`src/hw/rtl/assert_macros.svh`:
```
// Assertion macros for the RTL file that checks its own behaviour.
// Each macro samples on the rising edge of clk and is disabled during reset.
`ifndef ASSERT_MACROS_SVH
`define ASSERT_MACROS_SVH

// The condition holds at every sampled edge.
`define ASSERT_ALWAYS(label, cond, msg) \
	label: assert property (@(posedge clk) disable iff (!arst_n) (cond)) else $error(msg);

// Whenever the trigger holds, the consequence holds at the same edge.
`define ASSERT_IMPLIES(label, trig, cons, msg) \
	label: assert property (@(posedge clk) disable iff (!arst_n) (trig) |-> (cons)) \
		else $error(msg);

`endif

```
`src/hw/rtl/crt_pkg.sv`:
```
`timescale 1ns / 1ps
package crt_pkg;

	localparam int MAX_CELLS_DEF = 1024;
	localparam int POS_W = 11;
	localparam int RUN_W = 11;
	localparam int CFG_W = 11;
	localparam logic [CFG_W-1:0] CELLS_RESET = 11'd1024;
	localparam int WORD_W = 32;
	localparam int BIT_W = 5;
	localparam int CNT_W = 6;

	localparam logic [1:0] CMD_QUERY = 2'd0;
	localparam logic [1:0] CMD_DESTROY = 2'd1;
	localparam logic [1:0] CMD_REBUILD = 2'd2;

	typedef enum logic [1:0] {
		ST_OK = 2'd0,
		ST_EMPTY = 2'd1,
		ST_FULL = 2'd2,
		ST_RANGE = 2'd3
	} status_t;

	typedef enum logic [1:0] {
		K_QUERY,
		K_DESTROY,
		K_REBUILD,
		K_REPORT
	} kind_t;

	typedef enum logic [3:0] {
		S_INIT,
		S_IDLE,
		S_CENTER,
		S_LEFT,
		S_RIGHT,
		S_DWR,
		S_RSTK,
		S_RWR,
		S_FINISH
	} state_t;

	typedef struct packed {
		logic [1:0] command;
		logic [POS_W-1:0] position;
	} cmd_t;

	typedef struct packed {
		logic [RUN_W-1:0] run_length;
		status_t status;
	} res_t;

	typedef struct packed {
		kind_t kind;
		logic [POS_W-1:0] position;
		status_t status;
	} item_t;

	function automatic logic [CNT_W-1:0] lead_ones(input logic [WORD_W-1:0] v);
		logic going;
		logic [CNT_W-1:0] c;
		going = 1'b1;
		c = '0;
		for (int k = WORD_W - 1; k >= 0; k--) begin
			if (going && v[k]) begin
				c = c + CNT_W'(1);
			end else begin
				going = 1'b0;
			end
		end
		return c;
	endfunction

	function automatic logic [CNT_W-1:0] trail_ones(input logic [WORD_W-1:0] v);
		logic going;
		logic [CNT_W-1:0] c;
		going = 1'b1;
		c = '0;
		for (int k = 0; k < WORD_W; k++) begin
			if (going && v[k]) begin
				c = c + CNT_W'(1);
			end else begin
				going = 1'b0;
			end
		end
		return c;
	endfunction

endpackage

```
`src/hw/rtl/crt_fifo.sv`:
```
`timescale 1ns / 1ps
module crt_fifo (
	input logic clk,
	input logic arst_n,
	input logic push,
	input crt_pkg::item_t wr,
	output logic full,
	input logic pop,
	output crt_pkg::item_t rd,
	output logic valid
);
	import crt_pkg::*;

	item_t slot_q [2];
	logic rptr_q;
	logic wptr_q;
	logic [1:0] cnt_q;

	always_ff @(posedge clk or negedge arst_n) begin
		if (!arst_n) begin
			rptr_q <= 1'b0;
			wptr_q <= 1'b0;
			cnt_q <= 2'd0;
		end else begin
			if (push) begin
				wptr_q <= ~wptr_q;
			end
			if (pop) begin
				rptr_q <= ~rptr_q;
			end
			if (push && !pop) begin
				cnt_q <= cnt_q + 2'd1;
			end else if (pop && !push) begin
				cnt_q <= cnt_q - 2'd1;
			end
		end
	end

	always_ff @(posedge clk) begin
		if (push) begin
			slot_q[wptr_q] <= wr;
		end
	end

	assign rd = slot_q[rptr_q];
	assign valid = (cnt_q != 2'd0);
	assign full = (cnt_q == 2'd2);

endmodule

```
`config.mk`:
```
export PLATFORM = sky130hd
export DESIGN_NAME = crt_fifo
export DESIGN_NICKNAME = d
export VERILOG_FILES = /design/src/hw/rtl/assert_macros.svh /design/src/hw/rtl/crt_pkg.sv /design/src/hw/rtl/crt_fifo.sv
export SDC_FILE = /design/constraint.sdc
export NUM_CORES = 1
export LEC_CHECK = 0
export BUFFER_PORTS_ARGS = -buffer_cell sky130_fd_sc_hd__buf_2
export CORE_ASPECT_RATIO = 0.6
export CORE_MARGIN = 2
export CORE_UTILIZATION = 40
export DETAILED_ROUTE_END_ITERATION = 6
export GPL_TIMING_DRIVEN = 0
export PLACE_DENSITY = 0.61
export REMOVE_ABC_BUFFERS = 1
export SLEW_MARGIN = 15
export SYNTH_ARGS = -nofsm -noshare
export SYNTH_HDL_FRONTEND = slang
export SYNTH_SLANG_ARGS = --single-unit
```
`constraint.sdc`:
```
create_clock -name clk -period 2.4 [get_ports clk]
set_clock_uncertainty 0.2 [all_clocks]
set_input_delay 0.12 -clock clk [delete_from_list [all_inputs] [get_ports clk]]
set_output_delay 0.12 -clock clk [all_outputs]
set_load 0.1 [all_outputs]
```
After elaboration in Yosys (flattened, before gate mapping). Memory sizes are Yosys's and may differ from the RTL's. Index checks and enable logic that the tools add are counted.

Reduce and logical (&&, ||, !) cells: 6. Eq/ne operators: 1. Mux-type cells: 4. Bitwise logic cells: 2. Add/sub/neg operators: 2.

Operator list (number): $mux 2 (2); $reduce_bool 2->1 (2); $add 2x1->2 const B (1); $eq 2x2->1 const B (1); $logic_and 1x1->1 (2); $logic_not 1->1 (2); $mux 1 (2); $not 1->1 (2); $sub 2x1->2 const B (1).

Flip-flop bits (word level): 4. Memory bits (writable): 30. Output and inout port bits: 17. Bits of input ports: 19. Memories kept: 1.

Memories: slot_q (depth 2, bits a word 15, rd ports 1, clocked after memory_dff 0, wr ports 1, RTL line crt_fifo.sv:14) `item_t slot_q [2];`.

Longest topological paths before layout.
Word-level depth: 4. Gate-level depth with buffers: 5. Mapped depth without buffers: 5.

Worst setup path before layout. Ideal clock, no wire load.

Kind: flip-flop to output port. Start point: register cnt_q[0]. End point: output port full. Arrival: 1.749 ns. Path slack: 0.331 ns. Stages on the path, launching flop included: 2. Required time: 2.080 ns. Cell sequence: dfrtp_1 > nor2b_1.

Longest elaborated chain between the ends: 1.

Ends and longest elaborated chain: start, declared (RTL line crt_fifo.sv:17) `logic [1:0] cnt_q;`; start signal, assigned (RTL line crt_fifo.sv:32) `cnt_q <= cnt_q + 2'd1;`; start signal, assigned (RTL line crt_fifo.sv:34) `cnt_q <= cnt_q - 2'd1;`; $eq 2x2->1 (RTL line crt_fifo.sv:47) `assign full = (cnt_q == 2'd2);`; end, declared (RTL line crt_fifo.sv:7) `output logic full,`.

No other way between the ends.

==> flow_metrics.py <==
metrics = {
    "die": {
        "core.rowCount": 16,
        "fp.dieW_um": 78.27,
        "die_area_mm2": 0.003801,
        "core_area_mm2": 0.003203,
        "initial_utilization_pct": 41.33,
        "die_h_um": 48.56,
        "ios": 36,
    },
    "placement": {
        "numPortBuffers": 35,
        "gp_congestion": 0.6375,
        "dpl-instance-area_mm2": 0.001526,
        "dp_cells": 141,
        "dp_hpwl_um": 1275,
    },
    "cts": {
        "cts_tree": "yes",
        "clockRootBuffer": "clkbuf_8",
        "post_cts_buffers": 0,
        "hold_buffers": 19,
        "clk_pin_slew_ns": 0.06,
        "worstSkewPairLatency_ns": 0.28,
        "cts_resized": 0,
        "clkSinkCount": 34,
        "clock_path_buffers": 2,
        "cts-buffers-inserted": 5,
        "h-tree-depth": 2,
    },
    "yosys": {
        "synth_warnings": 0,
        "synth_area_leaders": "edfxtp_1 (68%), mux2_4 (10%), dfrtp_1 (7.6%), mux2_2 (5.1%), xor2_1 (2.6%)",
        "synth-seq-cells": 34,
        "syn_area_mm2": 0.001324,
        "synth_top_area_cell": "edfxtp_1",
        "synth-seq-area-share_pct": 75.61,
        "syn_inst": 63,
        "syn_area_per_cell_um2": 21.01,
        "ys_types": 14,
        "yosys.area.top_type_share_pct": 68.05,
    },
    "layout": {
        "mostFrequentLayoutCell": "buf_2",
        "drive_gt1_share_pct": 46.72,
        "instances_no_fill": 167,
        "fillCellCount": 265,
        "syn2layout_area_growth_pct": 35.44,
        "n_antenna_cell": 0,
        "final_cell_mix": "buf_2 (35), edfxtp_1 (30), dlygate4sd3_1 (19)",
        "nets": 142,
        "fin_area_mm2": 0.001793,
    },
    "drt": {
        "viasPerCell": 4.365,
        "first_iter_violations": 45,
        "dr_total_vias": 729,
        "wl_per_cell_um": 12.50,
        "ant_nets": 0,
        "drtPass1Iterations": 4,
        "remaining_drc_errors": 0,
        "wl_um": 2088,
    },
    "sta": {
        "rsz0062_at_grt": "false",
        "fin_crit_sh_pct": 92.60,
        "finalSetupViolCount": 0,
        "slew_violations": 0,
        "final.setup.tns_ns": 0,
        "tightestPinTransition_ns": 0.8451,
        "max_freq_mhz": 450.0,
        "min_period_ns": 2.222,
        "finalHoldViolations": 0,
        "slew_headroom_pct": 43.66,
    },
    "setup_path": {
        "cp_max_fo": 16,
        "worstSetupStartpointType": "flop",
        "r2r_start": "wptr_q$_DFFE_PN0P_",
        "rrSetupSlack_ns": 0.77,
        "r2r-end": "slot_q[0][4]$_DFFE_PP_",
        "reg2regPathDepth": 1,
        "required_ns": 2.08,
        "end_kind": "primary output",
        "crit_arrival_ns": 1.90,
        "worstSetupPathType": "reg -> out",
    },
    "global_route": {
        "grt_max_degree": 17,
        "antenna_found_initial": 0,
        "grt_pass1_vias": 790,
        "track_usage_pct": 12.98,
        "grt_overflow_total": 0,
        "grt_pass1_wl_um": 3470,
    },
    "job": {
        "drv_cap": 0,
    },
    "worst_hold_path": {
        "hold_end": "cnt_q[1]$_DFFE_PN0P_",
        "hold_path.class": "reg -> reg",
        "holdPathStages": 1,
        "hp-start": "cnt_q[1]$_DFFE_PN0P_",
    },
    "outcome": {
        "status": "complete, no violations",
    },
}
-- logic make-up (layout without fill, tap and decap cells) --
group,count (synthesis),after routing,share of synthesized area (%)
buffers and inverters,3,62,2.646
xor gates and xnor gates,5,5,3.308
and+or+nand+nor,5,5,2.174
DFF,34,34,75.61
muxes,15,15,15.31
adders and majority gates,1,1,0.9450
-- flip-flops by register name, summed over array words and instances (netlist names) --
signal  cells
slot_q     30
wptr_q      1
cnt_q       2
rptr_q      1
-- synth_stat cells --
master	number
xor2_1	4
buf_12	1
dfrtp_1	4
ha_1	1
nor2_1	1
mux2_2	6
xnor2_1	1
nor2b_1	2
buf_6	1
inv_1	1
mux2_4	9
edfxtp_1	30
and2_1	1
or2_2	1
-- layer usage --
| metal | part of all wire [%] | GRT usage, % |
|---|---|---|
| met1 | 42 | 12.78 |
| met2 | 46 | 21.26 |
| met3 | 8.4 | 6.903 |
| met4 | 3.8 | 8.772 |
| met5 | 0 | 0 |
-- through the flow --
step | util (%) | hold WS, ns | worst slack, ns
global placement | 47.58 | -0.2761 | 0.3329
detailed placement | 47.66 | -0.2704 | 0.4518
floorplan | - | -0.3756 | 0.3313
global route | 55.98 | 0.3102 | 0.07664
finish | 55.98 | 0.2887 | 0.1776
CTS | 55.98 | 0.2877 | 0.1250
-- worst max-delay path: stages, from the launching register on --
cell	delay [ns]
dfrtp_1	0.89
mux2_2	0.30
buf_2	0.43
-- worst max-delay path by stage --
stage,from,to,slack (ns)
finish,rptr_q$_DFFE_PN0P_,rd[12],0.18
CTS,rptr_q$_DFFE_PN0P_,rd[12],0.13
detailed placement,rptr_q$_DFFE_PN0P_,rd[12],0.45
global route,rptr_q$_DFFE_PN0P_,rd[12],0.08
floorplan,cnt_q[0]$_DFFE_PN0P_,full,0.33
global placement,wptr_q$_DFFE_PN0P_,slot_q[0][2]$_DFFE_PP_,0.33
-- layout make-up --
class / instances / area [µm²] / area share (%)
sequential: 34 / 1001 / 55.83
multi-input combinational: 26 / 290.3 / 16.19
inverter: 1 / 3.754 / 0.2094
clock buffer: 7 / 76.32 / 4.257
timing repair buffer: 54 / 365.4 / 20.38
tap: 45 / 56.30 / 3.140
Power is not shown: default switching activity piles up to over one toggle a cycle in this logic, so the estimate is an artifact.
