[config.mk]
export PLATFORM = sky130hd
export DESIGN_NAME = crt_front
export DESIGN_NICKNAME = d
export VERILOG_FILES = /design/src/hw/rtl/assert_macros.svh /design/src/hw/rtl/crt_pkg.sv /design/src/hw/rtl/crt_front.sv
export SDC_FILE = /design/constraint.sdc
export NUM_CORES = 1
export LEC_CHECK = 0
export ABC_AREA = 1
export BUFFER_PORTS_ARGS = -buffer_cell sky130_fd_sc_hd__buf_2
export CELL_PAD_IN_SITES_DETAIL_PLACEMENT = 1
export CELL_PAD_IN_SITES_GLOBAL_PLACEMENT = 1
export CORE_AREA = 2 2 67 69
export DETAILED_ROUTE_END_ITERATION = 7
export DIE_AREA = 0 0 69 71
export PLACE_DENSITY = 0.83
export SYNTH_ARGS = -nofsm -noshare
export SYNTH_HDL_FRONTEND = slang
export SYNTH_SLANG_ARGS = --single-unit
[constraint.sdc]
create_clock -name clk -period 2.4 [get_ports clk]
set_input_delay 0.36 -clock clk [delete_from_list [all_inputs] [get_ports clk]]
set_output_delay 0.36 -clock clk [all_outputs]
set_load 0.01 [all_outputs]
[src/hw/rtl/assert_macros.svh]
// Assertion macros for the RTL file that checks its own behaviour.
// Each macro samples on the rising edge of clk and is disabled during reset.
`ifndef ASSERT_MACROS_SVH
`define ASSERT_MACROS_SVH

// The condition holds at every sampled edge.
`define ASSERT_ALWAYS(label, cond, msg) \
	label: assert property (@(posedge clk) disable iff (!arst_n) (cond)) else $error(msg);

// Whenever the trigger holds, the consequence holds at the same edge.
`define ASSERT_IMPLIES(label, trig, cons, msg) \
	label: assert property (@(posedge clk) disable iff (!arst_n) (trig) |-> (cons)) \
		else $error(msg);

`endif

[src/hw/rtl/crt_pkg.sv]
`timescale 1ns / 1ps
package crt_pkg;

	localparam int MAX_CELLS_DEF = 1024;
	localparam int POS_W = 11;
	localparam int RUN_W = 11;
	localparam int CFG_W = 11;
	localparam logic [CFG_W-1:0] CELLS_RESET = 11'd1024;
	localparam int WORD_W = 32;
	localparam int BIT_W = 5;
	localparam int CNT_W = 6;

	localparam logic [1:0] CMD_QUERY = 2'd0;
	localparam logic [1:0] CMD_DESTROY = 2'd1;
	localparam logic [1:0] CMD_REBUILD = 2'd2;

	typedef enum logic [1:0] {
		ST_OK = 2'd0,
		ST_EMPTY = 2'd1,
		ST_FULL = 2'd2,
		ST_RANGE = 2'd3
	} status_t;

	typedef enum logic [1:0] {
		K_QUERY,
		K_DESTROY,
		K_REBUILD,
		K_REPORT
	} kind_t;

	typedef enum logic [3:0] {
		S_INIT,
		S_IDLE,
		S_CENTER,
		S_LEFT,
		S_RIGHT,
		S_DWR,
		S_RSTK,
		S_RWR,
		S_FINISH
	} state_t;

	typedef struct packed {
		logic [1:0] command;
		logic [POS_W-1:0] position;
	} cmd_t;

	typedef struct packed {
		logic [RUN_W-1:0] run_length;
		status_t status;
	} res_t;

	typedef struct packed {
		kind_t kind;
		logic [POS_W-1:0] position;
		status_t status;
	} item_t;

	function automatic logic [CNT_W-1:0] lead_ones(input logic [WORD_W-1:0] v);
		logic going;
		logic [CNT_W-1:0] c;
		going = 1'b1;
		c = '0;
		for (int k = WORD_W - 1; k >= 0; k--) begin
			if (going && v[k]) begin
				c = c + CNT_W'(1);
			end else begin
				going = 1'b0;
			end
		end
		return c;
	endfunction

	function automatic logic [CNT_W-1:0] trail_ones(input logic [WORD_W-1:0] v);
		logic going;
		logic [CNT_W-1:0] c;
		going = 1'b1;
		c = '0;
		for (int k = 0; k < WORD_W; k++) begin
			if (going && v[k]) begin
				c = c + CNT_W'(1);
			end else begin
				going = 1'b0;
			end
		end
		return c;
	endfunction

endpackage

[src/hw/rtl/crt_front.sv]
`timescale 1ns / 1ps
module crt_front #(
	parameter int MAX_CELLS = crt_pkg::MAX_CELLS_DEF,
	localparam int NW = (MAX_CELLS + crt_pkg::WORD_W - 1) / crt_pkg::WORD_W,
	localparam int WAW = (NW > 1) ? $clog2(NW) : 1,
	localparam int CW = WAW + crt_pkg::BIT_W
) (
	input logic clk,
	input logic arst_n,
	input logic cmd_valid,
	input crt_pkg::cmd_t cmd,
	output logic cmd_stall,
	input logic cfg_valid,
	output logic cfg_ready,
	input logic [crt_pkg::CFG_W-1:0] cfg_data,
	input logic busy,
	input logic full,
	output logic push,
	output crt_pkg::item_t item,
	output logic [CW-1:0] last_cell
);
	import crt_pkg::*;

	localparam int NCW = $clog2(MAX_CELLS + 1);
	localparam int CMPW = (NCW > CFG_W) ? NCW : CFG_W;

	logic [CFG_W-1:0] cells_q;
	logic [CMPW-1:0] cells_ext;
	logic [CMPW-1:0] n_c;
	logic in_range;

	always_ff @(posedge clk or negedge arst_n) begin
		if (!arst_n) begin
			cells_q <= CELLS_RESET;
		end else if (cfg_valid && cfg_ready) begin
			cells_q <= cfg_data;
		end
	end

	always_comb begin
		cells_ext = CMPW'(cells_q);
		if (cells_q == '0) begin
			n_c = CMPW'(1);
		end else if (cells_ext > CMPW'(MAX_CELLS)) begin
			n_c = CMPW'(MAX_CELLS);
		end else begin
			n_c = cells_ext;
		end
		in_range = (cmd.position != '0) && (CMPW'(cmd.position) <= n_c);
		item.position = cmd.position;
		case (cmd.command)
			CMD_QUERY: begin
				item.kind = in_range ? K_QUERY : K_REPORT;
				item.status = in_range ? ST_OK : ST_RANGE;
			end
			CMD_DESTROY: begin
				item.kind = in_range ? K_DESTROY : K_REPORT;
				item.status = in_range ? ST_OK : ST_RANGE;
			end
			CMD_REBUILD: begin
				item.kind = K_REBUILD;
				item.status = ST_OK;
			end
			default: begin
				item.kind = K_REPORT;
				item.status = ST_OK;
			end
		endcase
	end

	assign last_cell = CW'(n_c - CMPW'(1));
	assign cfg_ready = 1'b1;
	assign cmd_stall = busy || full;
	assign push = cmd_valid && !cmd_stall;

endmodule

# After elaboration in Yosys (flattened, before gate mapping)
# Cells that the tools add are included.
# totals
regBits,11
out_inout_bits,28
elab_cells,20
# op_classes
add_sub_neg,1
magnitude_cmp,2
eq_ne,2
muxes,6
n_reduce_logical,8
# op_table
operator,n
$mux 11,2
$gt 11x11->1 const B,1
$le 11x11->1,1
$logic_not 11->1,1
$reduce_bool 11->1,1
$sub 10x1->10 const B,1
$mux 2,3
$pmux 2 s3,1
$eq 2x1->1 const B,1
$eq 2x2->1 const B,1
$logic_and 1x1->1,2
$logic_not 2->1,1
$reduce_or 2->1,1
$logic_not 1->1,1
$logic_or 1x1->1,1

# Logic depth before layout (Yosys ltp)
# depth
ltp_word,7
mapped_depth,17
ltp_nobuf,15

# Worst setup path after synthesis
# No wires, ideal clock.
# synth_path
kind,reg2out
start,"register cells_q[5], in the netlist cells_ext[5]"
end,output item[1] in the netlist's numbering
arrival_time_ns,2.122
required_time_ns,2.040
setup_slack_ns,-0.082
path_stages_with_launch,18
path_buffers,2
path_cell_list,dfrtp_1 nor2_1 nand2_2 o21bai_4 buf_6 inv_1 nor2_1 inv_1 ha_1 nand2_1 nor2_1 nand3_1 nand3_1 nand2_1 nand2_1 nand2_1 inv_1 buf_4
# synth_lines
item,line,text
"start, declared",crt_front.sv:27,logic [CFG_W-1:0] cells_q;
"start signal, assigned",crt_front.sv:36,cells_q <= cfg_data;
"end, declared",crt_front.sv:19,"output crt_pkg::item_t item,"

==> metrics.txt <==
status=complete, but fails checks; violated checks=setup timing; Nets=279; Clock Path Buffers=2; Root Driver=clkbuf_8; Syn Inst Count=154; top-count cell post-synth=nand2_1; initial antenna violation count=0; fmax=0.362 GHz; hold_ws=329 ps; Netlist Area Pre-Place=1140 um^2; Hold EP=cells_ext[9]; H-tree levels=1; largest net degree at the start of global routing=17; post-route minimum period=2760 ps; non-filler cells, final=288; post-synthesis sequential area ratio=24.2%; Area Growth Syn to Fin=69.0%; global-route usage over all layers=16.0%; first-pass detailed-route iteration total=4; share of cells above drive strength 1=64.0%; Power Dens Cells=478 nW/um^2; startpoint class of the critical path=register; dpl hpwl=2910 um; Final ANT Viol Nets=0; flop2flop setup slack=1340 ps; ant diodes=0; syn avg cell area=7.42 um^2; RSZ-0062 raised after global routing=yes; clock skew=0 ps; required time of the critical path=2040 ps; Vias/cell=4.68; Die Wd=69 um; crit path buf inv count=3; RD Place Congestion=0.770; Distinct cells, synth=28; Setup-failing EPs final=6; Reg area=277 um^2; Post-synth EDFFs=0; Slew Viols, Final=0; Placeable Area=4200 um^2; # IOs=58; multi-input logic area=857 um^2; period utilization=115%; Cell Rows=24; worst setup margin=-363 ps; die area=4900 um^2; Final Hold Fails=0; Leak=0.983 nW; CP arrival=2400 ps; worst-skew pair later-pin latency=240 ps; Initial Utilization=27.2%; reg-to-reg critical path endpoint=cells_ext[5]; # DRC=0; cells on worst reg2reg path=3; CTS sink count=11; min-delay src=cfg_data[9]; hold depth=3; worst vdd ir=0.304 mV; DRT Wirelength=4230 um; total of max-cap violations=0; asr flop ratio synth=100%; min-delay worst type=in -> reg; total congestion overflow=0; most frequent CP cell=nand2_2; Core Util, Final=45.9%; initial drt markers=25; FF-to-FF Start=cells_ext[5]; crit-path cells=nor2_2 > nand2_2 > o21bai_4 > inv_2 > nor2_4 > inv_2 > ha_4 > nand2_2 > nor2_4 > nand4_1 > nand2_2 > nand2_2 > nand2_2 > nand2_2 > buf_6; routed len/inst=14.7 um; Net Count, Synth=196; post-synth top area cell=dfrtp_1; IO buf count=56; Yosys top cell area share=21.9%; slew margin rel.=54.8%; YS warnings=0; TritonCTS Buffers=3; placed insts=263; Total Power=923 uW; DR vias=1349; Worst setup EP type=output port; top cells by area, synth=dfrtp_1 (22%), ha_1 (13%), nand2_1 (9.5%), buf_4 (8.5%), inv_1 (6.2%); Yosys reg bits=11; clock slew at reported path FFs=50 ps; Die Y-Extent=71 um; Synth top cells by count=nand2_1 (29), inv_1 (19), nor2_1 (14), buf_4 (13), ha_1 (12); slowest cell delay on critical path=400 ps; CP max FO=5; first-pass GRT wire length=6330 um; max reg flops=11; TritonCTS clock tree=done; Synth Flop Type=dfrtp_1; CP max-delay cell=dfrtp_1; fillers=545; Setup Crit Path Kind=reg -> out; number of global-route vias before repair=1445; family with the most delay on the worst path=simple AND/OR/NAND/NOR gates; worst-margin pin slew=670 ps
==> placed cells by master, fill, tap and decap left out, types with 3 or more instances in the layout <==
cell type,n
buf_2,53
buf_4,28
nand2_1,17
nand2_2,14
inv_1,14
buf_6,11
dfrtp_1,10
nand3_1,8
ha_1,8
o21ai_0,7
nor2_2,6
mux2_2,6
inv_2,5
nor2_1,4
nor2_4,4
xor2_1,4
a21oi_2,3
nand3_2,3
ha_4,3
clkbuf_8,3
==> stage by stage <==
step	setup TNS, ps	cell area (um^2)	setup WS [ps]
after floorplan	-28.5	1140	-28.5
after global placement	-429	1500	-141
after detailed placement	-613	1500	-201
after CTS	-1390	1710	-348
after global routing	-2700	1930	-513
final	-1480	1930	-363
==> kinds of logic (layout without fill, tap and decap cells) <==
group / after synthesis / after routing / share of synthesized area, %
simple gates: 64 / 64 / 24.6
buf+inv: 36 / 117 / 16.9
compound gates: 20 / 21 / 11.8
fa+ha+maj: 12 / 12 / 13.1
flops: 11 / 11 / 24.2
mux: 6 / 6 / 5.91
xor+xnor: 4 / 4 / 3.07
other cells: 1 / 1 / 0.328
==> how the worst max path moves through the flow <==
stage,from,depth (start not counted),slack (ps),to
after floorplan,cells_ext[4],17,-30,item[1]
after global placement,cells_ext[9],15,-140,item[13]
after detailed placement,cells_ext[9],15,-200,item[13]
after CTS,cells_ext[2],14,-350,item[13]
after global routing,cells_ext[5],15,-510,item[13]
final,cells_ext[5],15,-360,item[13]
==> power breakdown <==
group | switching (mW) | total, mW | internal, mW | leakage (nW)
combinational | 0.269 | 0.519 | 0.250 | 0.831
clock | 0.0686 | 0.185 | 0.117 | 0.0228
sequential | 0.0138 | 0.219 | 0.205 | 0.129
total | 0.351 | 0.923 | 0.572 | 0.983
==> tightest hold or removal path: cells and delay by family <==
kind | cells | cell delay (ps)
AO/OA/AOI/OAI | 1 | 60
buffers and inverters | 1 | 80
AND/OR/NAND/NOR | 1 | 40
==> what timing repair did <==
action / in CTS / in global routing
endpoints found under the hold margin: 10 / 0
pin swaps: 11 / 25
cloned: 1 / 0
endpoints found under the setup margin: 6 / 8
resized for setup: 16 / 42
setup buffers: 11 / 15
hold buffers: 1 / 0
==> area by class of cell <==
cell class | count | share of cell area [%]
sequential | 11 | 14.3
tap | 52 | 3.37
clock buffer | 4 | 2.33
inverter | 20 | 4.02
multi-input combinational | 108 | 44.4
timing repair buffer | 93 | 31.6
==> metal layers <==
metal | vias to the layer above | part of all wire (%) | track usage [%]
li1 | 654 | - | -
met4 | 0 | 1.3 | 5.23
met2 | 53 | 57 | 32.3
met5 | - | 0 | 0
met3 | 7 | 5.8 | 3.56
met1 | 635 | 35 | 16.1
Note: power is estimated with default switching activity, not from simulation.
